File: src/rtl/core/pfa_pkg.sv
// Package for the page frame allocator core: commands, status codes, FSM
// state and the controller/datapath handshake structs. No dependencies.
package pfa_pkg;

    localparam int PAGES_DEF         = 65536;
    localparam int MAP_WORD_BITS_DEF = 32;

    localparam logic [15:0] REF_MAX = 16'hFFFF;
    localparam logic [16:0] CNT_MAX = 17'h1FFFF;

    localparam int IN_DATA_W  = 56;  // command, page, last_page, limit_page
    localparam int OUT_DATA_W = 56;  // status, alloc_page, ref_count, used_count

    typedef enum logic [2:0] {
        CMD_ALLOC       = 3'd0,
        CMD_ALLOC_BELOW = 3'd1,
        CMD_RELEASE     = 3'd2,
        CMD_REF_INC     = 3'd3,
        CMD_REF_QUERY   = 3'd4,
        CMD_RESERVE     = 3'd5,
        CMD_FREE        = 3'd6,
        CMD_UNKNOWN     = 3'd7
    } cmd_t;

    typedef enum logic [1:0] {
        ST_DONE    = 2'd0,
        ST_NO_FREE = 2'd1,
        ST_IGNORED = 2'd2
    } status_t;

    typedef enum logic [2:0] {
        S_CLEAR,
        S_IDLE,
        S_PREP,
        S_READ,
        S_EVAL,
        S_RESULT
    } state_t;

    typedef struct packed {
        logic clr_step;
        logic load;
        logic prep;
        logic rd;
        logic eval;
        logic emit;
    } ctl_t;

    typedef struct packed {
        logic clr_done;
        logic prep_fin;
        logic eval_fin;
        logic out_free;
    } sts_t;

endpackage

File: src/rtl/core/pfa_ctrl.sv
// Sequencing FSM for the allocator: clearing pass, item intake, word
// read/evaluate loop and result hand-off. Depends on pfa_pkg.
module pfa_ctrl (
    input  logic          aclk,
    input  logic          aresetn,
    input  logic          s_tvalid,
    output logic          s_tready,
    input  pfa_pkg::sts_t sts,
    output pfa_pkg::ctl_t ctl
);

    pfa_pkg::state_t state_reg, state_next;

    always_ff @(posedge aclk) begin
        if (!aresetn) begin
            state_reg <= pfa_pkg::S_CLEAR;
        end else begin
            state_reg <= state_next;
        end
    end

    always_comb begin
        state_next = state_reg;
        ctl        = '0;
        s_tready   = 1'b0;
        unique case (state_reg)
            pfa_pkg::S_CLEAR: begin
                ctl.clr_step = 1'b1;
                if (sts.clr_done) begin
                    state_next = pfa_pkg::S_IDLE;
                end
            end
            pfa_pkg::S_IDLE: begin
                s_tready = 1'b1;
                if (s_tvalid) begin
                    ctl.load   = 1'b1;
                    state_next = pfa_pkg::S_PREP;
                end
            end
            pfa_pkg::S_PREP: begin
                ctl.prep   = 1'b1;
                state_next = sts.prep_fin ? pfa_pkg::S_RESULT : pfa_pkg::S_READ;
            end
            pfa_pkg::S_READ: begin
                ctl.rd     = 1'b1;
                state_next = pfa_pkg::S_EVAL;
            end
            pfa_pkg::S_EVAL: begin
                ctl.eval   = 1'b1;
                state_next = sts.eval_fin ? pfa_pkg::S_RESULT : pfa_pkg::S_READ;
            end
            pfa_pkg::S_RESULT: begin
                if (sts.out_free) begin
                    ctl.emit   = 1'b1;
                    state_next = pfa_pkg::S_IDLE;
                end
            end
            default: state_next = pfa_pkg::S_CLEAR;
        endcase
    end

endmodule

File: config.mk
export PLATFORM = sky130hd
export DESIGN_NAME = pfa_ctrl
export DESIGN_NICKNAME = d
export VERILOG_FILES = /design/src/rtl/core/pfa_pkg.sv /design/src/rtl/core/pfa_ctrl.sv
export SDC_FILE = /design/constraint.sdc
export NUM_CORES = 1
export LEC_CHECK = 0
export BUFFER_PORTS_ARGS = -buffer_cell sky130_fd_sc_hd__buf_4
export CAP_MARGIN = 30
export CORE_AREA = 2 2 39 41
export DETAILED_ROUTE_END_ITERATION = 7
export DIE_AREA = 0 0 41 43
export SLEW_MARGIN = 20
export SYNTH_ARGS = -nofsm -noshare
export SYNTH_HDL_FRONTEND = slang
export SYNTH_SLANG_ARGS = --single-unit
File: constraint.sdc
create_clock -name aclk -period 2.25 [get_ports aclk]
set_input_delay 0.3375 -clock aclk [delete_from_list [all_inputs] [get_ports aclk]]
set_output_delay 0.3375 -clock aclk [all_outputs]
set_load 0.02 [all_outputs]
# After elaboration in Yosys (flattened, before gate mapping)
# Cells that the tools add are included.
# Widths: inputs -> output; s select.
[totals]
reg_bits = 3
[op_classes]
eq_ne = 8
n_mux = 15
reduce_logical = 2
[op_table]
columns = ["operator", "n"]
rows = [
  ["$pmux 3 s6", 1],
  ["$mux 3", 5],
  ["$mux 1", 9],
  ["$eq 3x2->1 const B", 2],
  ["$eq 3x3->1 const B", 2],
  ["$ne 2x2->1 const B", 3],
  ["$eq 3x1->1 const B", 1],
  ["$logic_not 3->1", 1],
  ["$reduce_and 3->1", 1],
]

# Depth between registers and ports, before layout
[depth]
word_depth = 3
depth_mapped = 4
ltp_nobuf = 3

# Least setup slack after synthesis
# No wires, ideal clock.
[synth_path]
kind = "register to output"
from = "register state_reg[1]"
to = "output port ctl[4] (netlist bit)"
arrival_time_ns = 0.974
setup_slack_ns = 0.938
stages_incl_launch_ff = 3
path_buffers = 0
cell_sequence = "dfxtp_1 -> nor3b_2 -> and2_4"
[synth_rtl]
columns = ["item", "line_no", "source"]
rows = [
  ["start, declared", "pfa_ctrl.sv:12", "pfa_pkg::state_t state_reg, state_next;"],
  ["start signal, assigned", "pfa_ctrl.sv:16", "state_reg <= pfa_pkg::S_CLEAR;"],
  ["start signal, assigned", "pfa_ctrl.sv:18", "state_reg <= state_next;"],
  ["end, declared", "pfa_ctrl.sv:9", "output pfa_pkg::ctl_t ctl"],
]

==> impl_metrics.toml <==
[outcome]
status = "finished, final reports clean"

[power_and_ir_drop]
p_per_area_nw_per_um2 = 632.3
power_leakage_uw = 0.0001584
peakVddDrop_mv = 0.3881

[critical_path]
worstPathRequired_ps = 1910
slowest_stage = "dfxtp_1"
cp_max_fo = 12
max_stage_delay_ps = 500
worstSetupPathType = "flip-flop to output pin"
cp-start-kind = "flip-flop"
cp-end-kind = "output pin"
cp.arrival_ps = 1290
crit_chain = "nor3b_2 > and2_4 > buf_4"

[grt]
grt_use_met3_pct = 6.283
grt-busiest-layer = "met2"
grtUsageMet1_pct = 9.265
grt_max_degree = 13
antenna_found_initial = 0
grt_overflow_total = 0
grt.total_usage_pct = 7.916
grt_use_met2_pct = 10.00
grt_pass1_vias = 194
grt_pass1_wl_um = 855

[clocking]
clock_latency_ps = 230
post_cts_buffers = 0
cts_buffers = 3
htreeDepth = 1
clockBufferDepth = 2
cts_sinks = 3
post_cts_resized = 0
root_buffer = "clkbuf_4"
cts_tree = "built"
cts_hold_buf = 0
path_clk_slew_ps = 40

[sta]
setup_ws_ps = 623.1
rsz0062_at_grt = "false"
fin_crit_ps = 1627
fin_worst_skew_ps = 3.677
finalHoldViolations = 0
fin_tns_setup_ps = 0
setup_viol = 0
relSlewSlack_pct = 78.02
worstMarginPinSlew_ps = 329.3
drv_slew = 0
fin_crit_sh_pct = 72.31
fmax_mhz = 614.7

[routing]
drc = 0
first_pass_iters = 3
drtIter0Drc = 2
post_drt_via_cell_ratio = 3.883
postRouteWirelength_um = 557
vias = 233
wl_per_cell_um = 9.283
ant_nets = 0

[yosys]
yosysTopAreaCellShare_pct = 28.92
synth_area_leaders = "dfxtp_1, nor2_1, nand2b_1, nor3_1, o21a_1"
yosys.area.top_type = "dfxtp_1"
syn_area_um2 = 207.7
yosys.cell_types.count = 15
synth-seq-cells = 3
syn_inst = 28
syn-num-nets = 35
synth_area_per_cell_um2 = 7.418
ys_seq_area_share_pct = 28.92
yosysWarningCount = 0

[floorplanning]
fp-row-count = 14
die_w_um = 41
die_area_um2 = 1763
initial_utilization_pct = 15.01
die_h_um = 43
design.portCount = 14
core-area_um2 = 1384

[cells_and_area]
fin_util_pct = 25.05
drive_gt1_share_pct = 45.45
finalNetCount = 52
diodes = 0
area_delta_synth_final_pct = 66.87
largest_register_ffs = 3

[placed_design]
place_ws_ps = 864.2
port_buffers = 13
gp_congestion = 0.6570
dp_hpwl_um = 445.9

[min_path]
min_path_type = "input port to flip-flop"

[job]
maxCapViolations = 0
-- layer usage --
layer,wire [µm],vias up
li1,-,129
met1,270,94
met2,229,10
met3,56,0
met4,0,0
met5,0,-
-- final timing paths --
path / end / depth (start not counted) / start / slack (ps)
worst max-delay path: ctl[4] / 3 / state_reg[0] / 620
worst min-delay path: state_reg[2] / 2 / aresetn / 340
worst max register to register: state_reg[1] / 3 / state_reg[0] / 1080
worst min register to register: state_reg[0] / 2 / state_reg[1] / 650
-- cells in the mapped netlist, drive strengths merged --
cell	number
a21oi	2
and2	1
and3	1
buf	1
dfxtp	3
inv	1
nand2	1
nand2b	4
nor2	6
nor3	3
nor3b	2
o21a	2
o31a	1
-- cells by family after synthesis --
kind of cell,after synthesis,share of synthesized area (%)
flip-flops,3,28.92
buffers and inverters,2,4.213
AO/OA/AOI/OAI,5,16.26
AND/OR/NAND/NOR,18,50.60
-- report_power, final --
part           internal (µW)  total (µW)  switching [µW]
combinational           31.0        58.9            27.9
sequential              57.6        66.3            8.70
clock                   66.4        93.9            27.5
-- critical path, delay by kind of cell, from the launching register on --
kind                   cells  cell delay [ps]
AND/OR/NAND/NOR            2              430
flip-flops                 1              500
buffers and inverters      1              130
-- stage by stage --
stage	hold slack, ps	power (µW)	std cells	cell area, µm²
after CTS	336.6	223.7	60	346.6
after floorplan	455.0	100.4	28	207.7
after detailed placement	575.6	126.7	56	320.3
after global routing	334.2	237.6	60	346.6
final	341.8	219.1	60	346.6
after global placement	569.0	125.4	56	320.3
-- final cells by class --
| cell class | count | area (µm²) |
|---|---|---|
| clock buffers | 4 | 26.28 |
| fillers | 154 | 1037 |
| inverters | 1 | 3.754 |
| multi-input cells | 23 | 138.9 |
| flip-flops and latches | 3 | 60.06 |
| well taps | 16 | 20.02 |
| repair buffers | 13 | 97.59 |
-- placed cells by master (no fill, tap or decap), drive strengths merged --
cell    count
o31a        1
and3        1
inv         1
nor3b       2
a21oi       2
nor3        3
o21a        2
nor2        6
clkbuf      4
nand2       1
nand2b      4
dfxtp       3
buf        13
and2        1
Power figures use the tool's default switching activity.
